<file path="src/trd_pkg.sv">
`default_nettype none

package trd_pkg;

  localparam int CFG_INDEX_W = 3;
  localparam int CFG_DATA_W  = 31;
  localparam int CORDIC_W    = 20;

  localparam logic [CFG_INDEX_W-1:0] REG_TILT_STOP_THRESHOLD = 3'd0;
  localparam logic [CFG_INDEX_W-1:0] REG_REST_RADIUS_SQ      = 3'd1;
  localparam logic [CFG_INDEX_W-1:0] REG_MIN_STEP_ANGLE      = 3'd2;
  localparam logic [CFG_INDEX_W-1:0] REG_LEVEL_GAIN          = 3'd3;
  localparam logic [CFG_INDEX_W-1:0] REG_SETTLE_MS           = 3'd4;

  localparam logic [14:0] TILT_STOP_RESET = 15'd1920;
  localparam logic [30:0] REST_RADIUS_RESET = 31'd589824;
  localparam logic [14:0] MIN_STEP_RESET = 15'd522;
  localparam logic [9:0]  LEVEL_GAIN_RESET = 10'd251;
  localparam logic [15:0] SETTLE_RESET = 16'd150;

  localparam logic [23:0] BRIGHT_RESET = 24'h7F0000;
  localparam logic [23:0] LEVEL_MIN_Q  = 24'h010000;
  localparam logic [23:0] LEVEL_MAX_Q  = 24'hFE0000;
  localparam logic [7:0]  LEVEL_RESET  = 8'd127;

  localparam logic [31:0] TURN_QUARTER       = 32'h40000000;
  localparam logic [31:0] TURN_THREE_QUARTER = 32'hC0000000;

  typedef struct packed {
    logic [14:0] tilt_stop_threshold;
    logic [30:0] rest_radius_sq;
    logic [14:0] min_step_angle;
    logic [9:0]  level_gain;
    logic [15:0] settle_ms;
  } cfg_t;

  typedef enum logic [1:0] {
    KIND_WAKE,
    KIND_IGNORE,
    KIND_TILT,
    KIND_SAMPLE
  } kind_t;

  typedef struct packed {
    kind_t              kind;
    logic signed [15:0] x;
    logic signed [15:0] y;
    logic [31:0]        now_ms;
    logic [30:0]        x_sq;
    logic [30:0]        y_sq;
  } entry_t;

  typedef enum logic [2:0] {
    ST_IDLE,
    ST_PREP,
    ST_ITER,
    ST_DIFF,
    ST_DONE
  } back_state_t;

  function automatic logic [31:0] atan_turns(input logic [4:0] idx);
    logic [31:0] val;
    unique case (idx)
      5'd0:  val = 32'h20000000;
      5'd1:  val = 32'h12E4051E;
      5'd2:  val = 32'h09FB385B;
      5'd3:  val = 32'h051111D4;
      5'd4:  val = 32'h028B0D43;
      5'd5:  val = 32'h0145D7E1;
      5'd6:  val = 32'h00A2F61E;
      5'd7:  val = 32'h00517C55;
      5'd8:  val = 32'h0028BE53;
      5'd9:  val = 32'h00145F2F;
      5'd10: val = 32'h000A2F98;
      5'd11: val = 32'h000517CC;
      5'd12: val = 32'h00028BE6;
      5'd13: val = 32'h000145F3;
      5'd14: val = 32'h0000A2FA;
      5'd15: val = 32'h0000517D;
      5'd16: val = 32'h000028BE;
      5'd17: val = 32'h0000145F;
      5'd18: val = 32'h00000A2F;
      5'd19: val = 32'h00000517;
      5'd20: val = 32'h0000028B;
      5'd21: val = 32'h00000145;
      5'd22: val = 32'h000000A2;
      5'd23: val = 32'h00000051;
      default: val = 32'h00000000;
    endcase
    return val;
  endfunction

endpackage

`default_nettype wire

</file>
<file path="src/trd_front.sv">
`default_nettype none

module trd_front (
  input  wire logic               clk,
  input  wire logic               rst_n,
  input  wire trd_pkg::cfg_t      cfg,
  input  wire logic               in_valid,
  output logic                    in_ready,
  input  wire logic               in_mode,
  input  wire logic signed [15:0] in_accel_x,
  input  wire logic signed [15:0] in_accel_y,
  input  wire logic signed [15:0] in_accel_z,
  input  wire logic [31:0]        in_now_ms,
  input  wire logic               in_window_open,
  output logic                    f_valid,
  output trd_pkg::entry_t         f_data,
  input  wire logic               q_ready
);

  logic            f_valid_r;
  logic            f_valid_nxt;
  trd_pkg::entry_t f_data_r;
  trd_pkg::entry_t f_data_nxt;
  logic [16:0]     z_mag;
  logic signed [31:0] x_prod;
  logic signed [31:0] y_prod;
  trd_pkg::kind_t  kind;
  logic            accept;
  logic            push;

  assign z_mag  = in_accel_z[15] ? (17'd0 - {1'b1, in_accel_z}) : {1'b0, in_accel_z};
  assign x_prod = in_accel_x * in_accel_x;
  assign y_prod = in_accel_y * in_accel_y;

  always_comb begin
    if (!in_mode) begin
      kind = trd_pkg::KIND_WAKE;
    end else if (in_window_open) begin
      kind = trd_pkg::KIND_IGNORE;
    end else if (z_mag > {2'b00, cfg.tilt_stop_threshold}) begin
      kind = trd_pkg::KIND_TILT;
    end else begin
      kind = trd_pkg::KIND_SAMPLE;
    end
  end

  assign push     = f_valid_r && q_ready;
  assign in_ready = !f_valid_r || q_ready;
  assign accept   = in_valid && in_ready;

  always_comb begin
    f_valid_nxt = f_valid_r;
    f_data_nxt  = f_data_r;
    if (accept) begin
      f_valid_nxt       = 1'b1;
      f_data_nxt.kind   = kind;
      f_data_nxt.x      = in_accel_x;
      f_data_nxt.y      = in_accel_y;
      f_data_nxt.now_ms = in_now_ms;
      f_data_nxt.x_sq   = x_prod[30:0];
      f_data_nxt.y_sq   = y_prod[30:0];
    end else if (push) begin
      f_valid_nxt = 1'b0;
    end
  end

  always_ff @(posedge clk) begin
    if (!rst_n) begin
      f_valid_r <= 1'b0;
    end else begin
      f_valid_r <= f_valid_nxt;
    end
  end

  always_ff @(posedge clk) begin
    f_data_r <= f_data_nxt;
  end

  assign f_valid = f_valid_r;
  assign f_data  = f_data_r;

endmodule

`default_nettype wire

</file>
<file path="src/trd_queue.sv">
`default_nettype none

module trd_queue (
  input  wire logic            clk,
  input  wire logic            rst_n,
  input  wire logic            push_valid,
  output logic                 push_ready,
  input  wire trd_pkg::entry_t push_data,
  output logic                 pop_valid,
  input  wire logic            pop_ready,
  output trd_pkg::entry_t      pop_data
);

  trd_pkg::entry_t slot_r [2];
  logic            wr_ptr_r;
  logic            wr_ptr_nxt;
  logic            rd_ptr_r;
  logic            rd_ptr_nxt;
  logic [1:0]      count_r;
  logic [1:0]      count_nxt;
  logic            do_push;
  logic            do_pop;

  assign push_ready = (count_r != 2'd2);
  assign pop_valid  = (count_r != 2'd0);
  assign do_push    = push_valid && push_ready;
  assign do_pop     = pop_valid && pop_ready;
  assign pop_data   = slot_r[rd_ptr_r];

  always_comb begin
    wr_ptr_nxt = do_push ? !wr_ptr_r : wr_ptr_r;
    rd_ptr_nxt = do_pop ? !rd_ptr_r : rd_ptr_r;
    count_nxt  = count_r;
    if (do_push && !do_pop) begin
      count_nxt = count_r + 2'd1;
    end else if (do_pop && !do_push) begin
      count_nxt = count_r - 2'd1;
    end
  end

  always_ff @(posedge clk) begin
    if (!rst_n) begin
      wr_ptr_r <= 1'b0;
      rd_ptr_r <= 1'b0;
      count_r  <= 2'd0;
    end else begin
      wr_ptr_r <= wr_ptr_nxt;
      rd_ptr_r <= rd_ptr_nxt;
      count_r  <= count_nxt;
    end
  end

  always_ff @(posedge clk) begin
    if (do_push) begin
      slot_r[wr_ptr_r] <= push_data;
    end
  end

endmodule

`default_nettype wire

</file>
<file path="src/trd_back.sv">
`default_nettype none

module trd_back #(
  parameter int ANGLE_BITS   = 16,
  parameter int CORDIC_STEPS = 16
) (
  input  wire logic            clk,
  input  wire logic            rst_n,
  input  wire trd_pkg::cfg_t   cfg,
  input  wire logic            pop_valid,
  output logic                 pop_ready,
  input  wire trd_pkg::entry_t pop_data,
  output logic                 out_valid,
  input  wire logic            out_ready,
  output logic                 out_send_level,
  output logic [7:0]           out_level,
  output logic                 out_stop_dimming,
  output logic                 out_extend_wake
);

  localparam int CW = trd_pkg::CORDIC_W;
  localparam int IW = $clog2(CORDIC_STEPS);
  localparam int PW = ANGLE_BITS + 11;
  localparam int MW = (ANGLE_BITS > 15) ? ANGLE_BITS : 15;
  localparam int SW = ((PW > 25) ? PW : 25) + 1;
  localparam logic [IW-1:0] LAST_IT = IW'(CORDIC_STEPS - 1);
  localparam logic [31:0] ROUND_HALF = 32'd1 << (31 - ANGLE_BITS);

  trd_pkg::back_state_t state_r;
  trd_pkg::back_state_t state_nxt;

  trd_pkg::entry_t cur_r;
  trd_pkg::entry_t cur_nxt;
  logic signed [CW-1:0] x_r;
  logic signed [CW-1:0] x_nxt;
  logic signed [CW-1:0] y_r;
  logic signed [CW-1:0] y_nxt;
  logic [31:0]          acc_r;
  logic [31:0]          acc_nxt;
  logic [IW-1:0]        it_r;
  logic [IW-1:0]        it_nxt;
  logic                 rest_r;
  logic                 rest_nxt;
  logic                 move_r;
  logic                 move_nxt;
  logic [ANGLE_BITS-1:0] angle_r;
  logic [ANGLE_BITS-1:0] angle_nxt;
  logic signed [PW-1:0]  prod_r;
  logic signed [PW-1:0]  prod_nxt;

  logic [ANGLE_BITS-1:0] prev_angle_r;
  logic [ANGLE_BITS-1:0] prev_angle_nxt;
  logic [23:0]           bright_r;
  logic [23:0]           bright_nxt;
  logic [7:0]            last_sent_r;
  logic [7:0]            last_sent_nxt;
  logic [31:0]           last_move_r;
  logic [31:0]           last_move_nxt;
  logic                  first_r;
  logic                  first_nxt;

  logic       out_valid_r;
  logic       out_valid_nxt;
  logic       out_send_r;
  logic       out_send_nxt;
  logic [7:0] out_level_r;
  logic [7:0] out_level_nxt;
  logic       out_stop_r;
  logic       out_stop_nxt;
  logic       out_extend_r;
  logic       out_extend_nxt;

  logic done_fire;

  logic signed [CW-1:0]  x_ext;
  logic signed [CW-1:0]  y_ext;
  logic [31:0]           radius_sum;
  logic signed [CW-1:0]  xs;
  logic signed [CW-1:0]  ys;
  logic [31:0]           acc_round;
  logic [ANGLE_BITS-1:0] angle_w;
  logic [ANGLE_BITS-1:0] diff_w;
  logic [ANGLE_BITS-1:0] mag_w;
  logic signed [SW-1:0]  bright_ext;
  logic signed [SW-1:0]  sum_w;
  logic signed [SW-1:0]  max_ext;
  logic signed [SW-1:0]  min_ext;
  logic [23:0]           bright_sat;
  logic [7:0]            target;
  logic                  changed;
  logic                  settled;

  assign x_ext      = {{(CW-16){cur_r.x[15]}}, cur_r.x};
  assign y_ext      = {{(CW-16){cur_r.y[15]}}, cur_r.y};
  assign radius_sum = {1'b0, cur_r.x_sq} + {1'b0, cur_r.y_sq};
  assign xs         = x_r >>> it_r;
  assign ys         = y_r >>> it_r;
  assign acc_round  = acc_r + ROUND_HALF;
  assign angle_w    = acc_round[31 -: ANGLE_BITS];
  assign diff_w     = angle_w - prev_angle_r;
  assign mag_w      = diff_w[ANGLE_BITS-1] ? (~diff_w + 1'b1) : diff_w;

  assign bright_ext = $signed({{(SW-24){1'b0}}, bright_r});
  assign max_ext    = $signed({{(SW-24){1'b0}}, trd_pkg::LEVEL_MAX_Q});
  assign min_ext    = $signed({{(SW-24){1'b0}}, trd_pkg::LEVEL_MIN_Q});
  assign sum_w      = bright_ext + SW'(prod_r);

  always_comb begin
    if (sum_w > max_ext) begin
      bright_sat = trd_pkg::LEVEL_MAX_Q;
    end else if (sum_w < min_ext) begin
      bright_sat = trd_pkg::LEVEL_MIN_Q;
    end else begin
      bright_sat = sum_w[23:0];
    end
  end

  assign target  = bright_r[23:16];
  assign changed = (target != last_sent_r);
  assign settled = ((cur_r.now_ms - last_move_r) > {16'd0, cfg.settle_ms});

  always_comb begin
    state_nxt = state_r;
    unique case (state_r)
      trd_pkg::ST_IDLE: begin
        if (pop_valid) begin
          state_nxt = (pop_data.kind == trd_pkg::KIND_SAMPLE) ? trd_pkg::ST_PREP
                                                              : trd_pkg::ST_DONE;
        end
      end
      trd_pkg::ST_PREP: begin
        state_nxt = trd_pkg::ST_ITER;
      end
      trd_pkg::ST_ITER: begin
        if (it_r == LAST_IT) begin
          state_nxt = trd_pkg::ST_DIFF;
        end
      end
      trd_pkg::ST_DIFF: begin
        state_nxt = trd_pkg::ST_DONE;
      end
      trd_pkg::ST_DONE: begin
        if (!out_valid_r || out_ready) begin
          state_nxt = trd_pkg::ST_IDLE;
        end
      end
      default: begin
        state_nxt = trd_pkg::ST_IDLE;
      end
    endcase
  end

  always_comb begin
    pop_ready = 1'b0;
    done_fire = 1'b0;
    unique case (state_r)
      trd_pkg::ST_IDLE: pop_ready = 1'b1;
      trd_pkg::ST_DONE: done_fire = !out_valid_r || out_ready;
      default: begin
        pop_ready = 1'b0;
        done_fire = 1'b0;
      end
    endcase
  end

  always_comb begin
    cur_nxt        = cur_r;
    x_nxt          = x_r;
    y_nxt          = y_r;
    acc_nxt        = acc_r;
    it_nxt         = it_r;
    rest_nxt       = rest_r;
    move_nxt       = move_r;
    angle_nxt      = angle_r;
    prod_nxt       = prod_r;
    prev_angle_nxt = prev_angle_r;
    bright_nxt     = bright_r;
    last_sent_nxt  = last_sent_r;
    last_move_nxt  = last_move_r;
    first_nxt      = first_r;
    out_send_nxt   = out_send_r;
    out_level_nxt  = out_level_r;
    out_stop_nxt   = out_stop_r;
    out_extend_nxt = out_extend_r;
    out_valid_nxt  = out_ready ? 1'b0 : out_valid_r;

    if (pop_ready && pop_valid) begin
      cur_nxt = pop_data;
    end

    if (state_r == trd_pkg::ST_PREP) begin
      rest_nxt = (radius_sum < {1'b0, cfg.rest_radius_sq});
      it_nxt   = '0;
      if (!cur_r.x[15]) begin
        x_nxt   = x_ext;
        y_nxt   = y_ext;
        acc_nxt = 32'd0;
      end else if (!cur_r.y[15]) begin
        x_nxt   = y_ext;
        y_nxt   = -x_ext;
        acc_nxt = trd_pkg::TURN_QUARTER;
      end else begin
        x_nxt   = -y_ext;
        y_nxt   = x_ext;
        acc_nxt = trd_pkg::TURN_THREE_QUARTER;
      end
    end

    if (state_r == trd_pkg::ST_ITER) begin
      it_nxt = it_r + 1'b1;
      if (!y_r[CW-1]) begin
        x_nxt   = x_r + ys;
        y_nxt   = y_r - xs;
        acc_nxt = acc_r + trd_pkg::atan_turns(5'(it_r));
      end else begin
        x_nxt   = x_r - ys;
        y_nxt   = y_r + xs;
        acc_nxt = acc_r - trd_pkg::atan_turns(5'(it_r));
      end
    end

    if (state_r == trd_pkg::ST_DIFF) begin
      angle_nxt = angle_w;
      move_nxt  = (MW'(mag_w) >= MW'(cfg.min_step_angle));
      prod_nxt  = $signed(diff_w) * $signed({1'b0, cfg.level_gain});
    end

    if (done_fire) begin
      out_valid_nxt  = 1'b1;
      out_send_nxt   = 1'b0;
      out_level_nxt  = 8'd0;
      out_stop_nxt   = 1'b0;
      out_extend_nxt = 1'b0;
      case (cur_r.kind)
        trd_pkg::KIND_WAKE: begin
          first_nxt     = 1'b1;
          last_move_nxt = cur_r.now_ms;
        end
        trd_pkg::KIND_TILT: begin
          out_stop_nxt = 1'b1;
          if (changed) begin
            last_sent_nxt = target;
            out_send_nxt  = 1'b1;
            out_level_nxt = target;
          end
        end
        trd_pkg::KIND_SAMPLE: begin
          if (rest_r) begin
            prev_angle_nxt = angle_r;
            last_move_nxt  = cur_r.now_ms;
          end else if (first_r) begin
            prev_angle_nxt = angle_r;
            first_nxt      = 1'b0;
          end else if (move_r) begin
            bright_nxt     = bright_sat;
            prev_angle_nxt = angle_r;
            last_move_nxt  = cur_r.now_ms;
            out_extend_nxt = 1'b1;
          end else if (settled && changed) begin
            last_sent_nxt = target;
            out_send_nxt  = 1'b1;
            out_level_nxt = target;
          end
        end
        default: begin
          out_send_nxt = 1'b0;
        end
      endcase
    end
  end

  always_ff @(posedge clk) begin
    if (!rst_n) begin
      state_r      <= trd_pkg::ST_IDLE;
      out_valid_r  <= 1'b0;
      prev_angle_r <= '0;
      bright_r     <= trd_pkg::BRIGHT_RESET;
      last_sent_r  <= trd_pkg::LEVEL_RESET;
      last_move_r  <= 32'd0;
      first_r      <= 1'b0;
    end else begin
      state_r      <= state_nxt;
      out_valid_r  <= out_valid_nxt;
      prev_angle_r <= prev_angle_nxt;
      bright_r     <= bright_nxt;
      last_sent_r  <= last_sent_nxt;
      last_move_r  <= last_move_nxt;
      first_r      <= first_nxt;
    end
  end

  always_ff @(posedge clk) begin
    cur_r        <= cur_nxt;
    x_r          <= x_nxt;
    y_r          <= y_nxt;
    acc_r        <= acc_nxt;
    it_r         <= it_nxt;
    rest_r       <= rest_nxt;
    move_r       <= move_nxt;
    angle_r      <= angle_nxt;
    prod_r       <= prod_nxt;
    out_send_r   <= out_send_nxt;
    out_level_r  <= out_level_nxt;
    out_stop_r   <= out_stop_nxt;
    out_extend_r <= out_extend_nxt;
  end

  assign out_valid        = out_valid_r;
  assign out_send_level   = out_send_r;
  assign out_level        = out_level_r;
  assign out_stop_dimming = out_stop_r;
  assign out_extend_wake  = out_extend_r;

endmodule

`default_nettype wire

</file>
<file path="src/tilt_rotation_dimmer.sv">
// A sample goes through the angle calculation in the iterative CORDIC of the back end,
// which runs one rotation per cycle; wake, ignored and tilt transactions skip it.
// The front register and the two-entry queue can take new transactions while the back
// end is still busy with an earlier one, which it handles one at a time.
// Reset is synchronous and active low; it loads the register defaults and the dimmer
// state at once, with no clearing pass.
`default_nettype none

module tilt_rotation_dimmer #(
  parameter int ANGLE_BITS   = 16,
  parameter int CORDIC_STEPS = 16
) (
  input  wire logic                                clk,
  input  wire logic                                rst_n,
  input  wire logic                                cfg_we,
  input  wire logic [trd_pkg::CFG_INDEX_W-1:0]     cfg_index,
  input  wire logic [trd_pkg::CFG_DATA_W-1:0]      cfg_wdata,
  input  wire logic                                in_valid,
  output logic                                     in_ready,
  input  wire logic                                in_mode,
  input  wire logic signed [15:0]                  in_accel_x,
  input  wire logic signed [15:0]                  in_accel_y,
  input  wire logic signed [15:0]                  in_accel_z,
  input  wire logic [31:0]                         in_now_ms,
  input  wire logic                                in_window_open,
  output logic                                     out_valid,
  input  wire logic                                out_ready,
  output logic                                     out_send_level,
  output logic [7:0]                               out_level,
  output logic                                     out_stop_dimming,
  output logic                                     out_extend_wake
);

  trd_pkg::cfg_t   cfg_r;
  trd_pkg::cfg_t   cfg_nxt;
  logic            f_valid;
  trd_pkg::entry_t f_data;
  logic            q_ready;
  logic            q_valid;
  logic            q_pop;
  trd_pkg::entry_t q_data;

  always_comb begin
    cfg_nxt = cfg_r;
    if (cfg_we) begin
      unique case (cfg_index)
        trd_pkg::REG_TILT_STOP_THRESHOLD: cfg_nxt.tilt_stop_threshold = cfg_wdata[14:0];
        trd_pkg::REG_REST_RADIUS_SQ:      cfg_nxt.rest_radius_sq      = cfg_wdata[30:0];
        trd_pkg::REG_MIN_STEP_ANGLE:      cfg_nxt.min_step_angle      = cfg_wdata[14:0];
        trd_pkg::REG_LEVEL_GAIN:          cfg_nxt.level_gain          = cfg_wdata[9:0];
        trd_pkg::REG_SETTLE_MS:           cfg_nxt.settle_ms           = cfg_wdata[15:0];
        default:                          cfg_nxt = cfg_r;
      endcase
    end
  end

  always_ff @(posedge clk) begin
    if (!rst_n) begin
      cfg_r.tilt_stop_threshold <= trd_pkg::TILT_STOP_RESET;
      cfg_r.rest_radius_sq      <= trd_pkg::REST_RADIUS_RESET;
      cfg_r.min_step_angle      <= trd_pkg::MIN_STEP_RESET;
      cfg_r.level_gain          <= trd_pkg::LEVEL_GAIN_RESET;
      cfg_r.settle_ms           <= trd_pkg::SETTLE_RESET;
    end else begin
      cfg_r <= cfg_nxt;
    end
  end

  trd_front u_front (
    .clk            (clk),
    .rst_n          (rst_n),
    .cfg            (cfg_r),
    .in_valid       (in_valid),
    .in_ready       (in_ready),
    .in_mode        (in_mode),
    .in_accel_x     (in_accel_x),
    .in_accel_y     (in_accel_y),
    .in_accel_z     (in_accel_z),
    .in_now_ms      (in_now_ms),
    .in_window_open (in_window_open),
    .f_valid        (f_valid),
    .f_data         (f_data),
    .q_ready        (q_ready)
  );

  trd_queue u_queue (
    .clk        (clk),
    .rst_n      (rst_n),
    .push_valid (f_valid),
    .push_ready (q_ready),
    .push_data  (f_data),
    .pop_valid  (q_valid),
    .pop_ready  (q_pop),
    .pop_data   (q_data)
  );

  trd_back #(
    .ANGLE_BITS   (ANGLE_BITS),
    .CORDIC_STEPS (CORDIC_STEPS)
  ) u_back (
    .clk              (clk),
    .rst_n            (rst_n),
    .cfg              (cfg_r),
    .pop_valid        (q_valid),
    .pop_ready        (q_pop),
    .pop_data         (q_data),
    .out_valid        (out_valid),
    .out_ready        (out_ready),
    .out_send_level   (out_send_level),
    .out_level        (out_level),
    .out_stop_dimming (out_stop_dimming),
    .out_extend_wake  (out_extend_wake)
  );

`ifndef ASSERT_OFF
  a_level_only_when_sent: assert property (@(posedge clk) disable iff (!rst_n)
    (out_valid && !out_send_level) |-> (out_level == 8'd0))
    else $error("Level is non-zero on a transaction that sends nothing.");

  a_sent_level_in_range: assert property (@(posedge clk) disable iff (!rst_n)
    (out_valid && out_send_level) |-> ((out_level != 8'd0) && (out_level != 8'd255)))
    else $error("Sent level lies outside the dimmer range.");

  a_stop_excludes_extend: assert property (@(posedge clk) disable iff (!rst_n)
    out_valid |-> !(out_stop_dimming && out_extend_wake))
    else $error("A tilt stop and a wake extension appear in one transaction.");
`endif

endmodule

`default_nettype wire

</file>
<file path="config.mk">
export PLATFORM = sky130hd
export DESIGN_NAME = tilt_rotation_dimmer
export DESIGN_NICKNAME = d
export VERILOG_FILES = /design/src/trd_pkg.sv /design/src/trd_front.sv /design/src/trd_queue.sv /design/src/trd_back.sv /design/src/tilt_rotation_dimmer.sv
export SDC_FILE = /design/constraint.sdc
export NUM_CORES = 2
export LEC_CHECK = 0
export ABC_AREA = 1
export BUFFER_PORTS_ARGS = -buffer_cell sky130_fd_sc_hd__buf_2
export CAP_MARGIN = 20
export CORE_AREA = 5 5 348 350
export DETAILED_ROUTE_END_ITERATION = 8
export DIE_AREA = 0 0 353 355
export PLACE_DENSITY = 0.82
export SYNTH_ARGS = -nofsm -noshare
export SYNTH_HDL_FRONTEND = slang
export SYNTH_SLANG_ARGS = --single-unit
</file>
<file path="constraint.sdc">
create_clock -name clk -period 7.45 [get_ports clk]
set_input_delay 0.3725 -clock clk [delete_from_list [all_inputs] [get_ports clk]]
set_output_delay 0.3725 -clock clk [all_outputs]
set_load 0.01 [all_outputs]
</file>
==> flow_summary.json <==
{
  "status": "completed",
  "setup.worst_path.start": "u_back.acc_r[17]",
  "grt_pass1_wl_um": 277000,
  "cts_root_buf": "clkbuf_16",
  "timing.rr.end": "u_back.prod_r[24]",
  "fin_crit_ns": 7.35,
  "synth_edf_count": 628,
  "worstReg2RegStart": "u_back.acc_r[17]",
  "die_w_um": 353,
  "slew_headroom_pct": 28.8,
  "dr.pass1.iters": 6,
  "synth_compound_area_share_pct": 9.52,
  "routed_wl_um": 173000,
  "track_usage_pct": 27.2,
  "synth_top_family_by_area": "adder cells",
  "setup-violations-final": 0,
  "cap_violations": 0,
  "synthXorXnorAreaFrac_pct": 4.27,
  "synth_flop_cell": "edfxtp_1",
  "synth_simple_gate_area_share_pct": 13.9,
  "num_rows": 126,
  "syn_inst": 7707,
  "rr_worst_depth": 37,
  "syn_nets": 8928,
  "synthMuxAreaShare_pct": 2.18,
  "yosys.area_share.adder_pct": 26.6,
  "clockBufferDepth": 3,
  "synth-seq-area-share_pct": 33.5,
  "cp-start-kind": "flop",
  "cts_tree": "built",
  "syn-cell-area_um2": 68700,
  "yosysTopAreaCell": "edfxtp_1",
  "antenna_found_initial": 10,
  "clock_sinks": 836,
  "h-tree-depth": 3,
  "crit_type": "reg -> reg",
  "finalNetCount": 9140,
  "worst_pin_slew_ns": 1.07,
  "initial_utilization_pct": 58.5,
  "netlist-cell-type-count": 74,
  "hold_violations": 0,
  "clock_latency_ns": 0.69,
  "num_vias": 53400,
  "ys_async_sr_fraction_pct": 0,
  "die-area_um2": 125000,
  "crit_path_max_incr_delay_ns": 0.54,
  "core_area_um2": 117000,
  "synth_common_cells": "1592 x inv_1, 1395 x nand2_1, 628 x edfxtp_1",
  "rrSetupSlack_ns": 0.1,
  "endpoint": "u_back.prod_r[24]",
  "gp_congestion": 0.964,
  "grt_overflow": 0,
  "clock-skew-final_ns": 0.0465,
  "rsz0062_at_grt": "true",
  "cp_slowest_cell": "fa_1",
  "path_clk_slew_ns": 0.07,
  "drt.antenna.violating_nets": 0,
  "drv_slew": 0,
  "ys_seq_elements": 836,
  "min_path_type": "in -> reg",
  "period_share_pct": 98.7,
  "dp_hpwl_um": 132000,
  "synth_warnings": 0,
  "drc": 0,
  "grt_pass1_vias": 54400,
  "final_util_pct": 64.5,
  "cp.arrival_ns": 7.80,
  "cp.required_ns": 7.90,
  "worstPathMaxFanout": 5,
  "yosysMostFrequentCell": "inv_1",
  "synth.top_cell.area_share_pct": 27.4,
  "timing.fmax_mhz": 136,
  "cts_made_buffers": 89,
  "die_y_um": 355,
  "pin_count": 134,
  "yosys-top-cells-area": "edfxtp_1 27%, fa_1 18%, ha_1 9.0%, inv_1 8.7%, nand2_1 7.6%",
  "crit_path_end_kind": "flop",
  "viasPerCell": 5.60,
  "syn_to_final_growth_pct": 10.2,
  "drt_iter0_markers": 4911,
  "port_buffers": 133,
  "wl_per_cell_um": 18.2,
  "syn_area_per_cell_um2": 8.92,
  "grt_max_degree": 98,
  "final_layout_size_suffix_gt1_share_pct": 9.47
}
area by class of cell:
class                      count  area (um2)
tap                         1536        1920
sequential                   836       23000
antenna                        8        20.0
clock inverter                61         721
clock buffer                 103        2360
multi-input combinational   5057       39400
inverter                    1619        6080
timing repair buffer         316        2210
fill                        9044       41700
metal layers:
metal | vias to the layer above | part of all wire [%] | GRT usage (%)
li1 | 25100 | - | -
met2 | 2199 | 49 | 46.9
met1 | 25600 | 40 | 34.9
met3 | 477 | 7.6 | 4.45
met5 | - | 0.020 | 0
met4 | 4 | 4.0 | 10.2
worst max-delay path, delay by kind of cell, from the launching register on:
kind	cells	cell delay (ns)
AOI/OAI and AO/OA	3	0.51
xor gates and xnor gates	2	0.38
adders and majority gates	7	3.27
buffers and inverters	10	1.01
DFF	1	0.37
and+or+nand+nor	15	1.56
cells by family (layout without fill, tap and decap cells):
group,after synthesis,count (layout)
AOI/OAI and AO/OA,1185,1185
xor gates and xnor gates,330,330
adders and majority gates,1100,1100
buffers and inverters,1814,2099
DFF,836,836
muxes,134,134
other,0,8
and+or+nand+nor,2308,2308
state kept, by name (all words and copies together), names as in the netlist, 2 cells and up, named ones only:
register             cells
u_back.x_r              20
u_back.prod_r           27
u_back.prev_angle_r     16
u_back.bright_r         24
u_queue.slot_r         248
u_back.out_level         8
u_back.angle_r          16
u_back.it_r              4
u_front.f_data         124
u_back.y_r              20
u_back.state_r           3
cfg_r                   87
u_back.acc_r            32
u_back.last_sent_r       8
u_queue.count_r          2
u_back.cur_r           124
u_back.last_move_r      32
through the flow:
stage	instances	setup WS, ns	hold slack [ns]	setup TNS, ns	area [um2]
final	9536	0.0951	0.0293	0	75700
after global routing	9529	-0.212	0.0440	-0.895	75700
after CTS	9510	0.00542	0.00358	0	75000
after detailed placement	9302	-0.186	0.431	-0.681	71500
after global placement	9302	0.0157	0.422	0	71500
after floorplan	7707	0.0585	0.421	0	68700
layout by cell type, fill, tap and decap left out, types with 57 or more instances in the layout:
cell type  Yosys  layout
nand3_1      190     182
dfxtp_1      208     207
buf_4          2     133
edfxtp_1     628     628
fa_1         605     604
nor3_1        74      68
o21ai_1       82      88
mux2_2       124     124
ha_1         495     479
nand4_1       57      57
xor2_1       210     207
inv_1       1592    1575
a21oi_1      515     497
o21ai_0      362     353
clkbuf_16      0      90
buf_2         16     132
nand2_1     1395    1384
nor2_1       479     468
xnor2_1      114     112
worst min-delay path by stage:
stage	endpoint	from	slack [ns]	cells after the start
2_1_floorplan	u_queue.slot_r[0][100]	u_front.f_data[100]	0.42	0
3_3_place_gp	u_queue.slot_r[1][114]	u_front.f_data[114]	0.42	0
3_5_place_dp	u_queue.slot_r[1][37]	u_front.f_data[37]	0.43	0
4_1_cts	cfg_r[59]	cfg_wdata[18]	0.004	3
5_1_grt	cfg_r[60]	cfg_wdata[19]	0.04	3
6_report	cfg_r[57]	cfg_wdata[16]	0.03	3
timing repair:
item / CTS / global route
buffers inserted: 0 / 17
setup endpoints to repair: 6 / 11
gates resized for setup: 9 / 116
hold buffers: 44 / 0
hold endpoints to repair: 44 / 0
pin swaps: 2 / 75
Power is left out: the tool's default activity adds up to more than one toggle a clock period on the data nets, which glitch-free logic cannot reach.
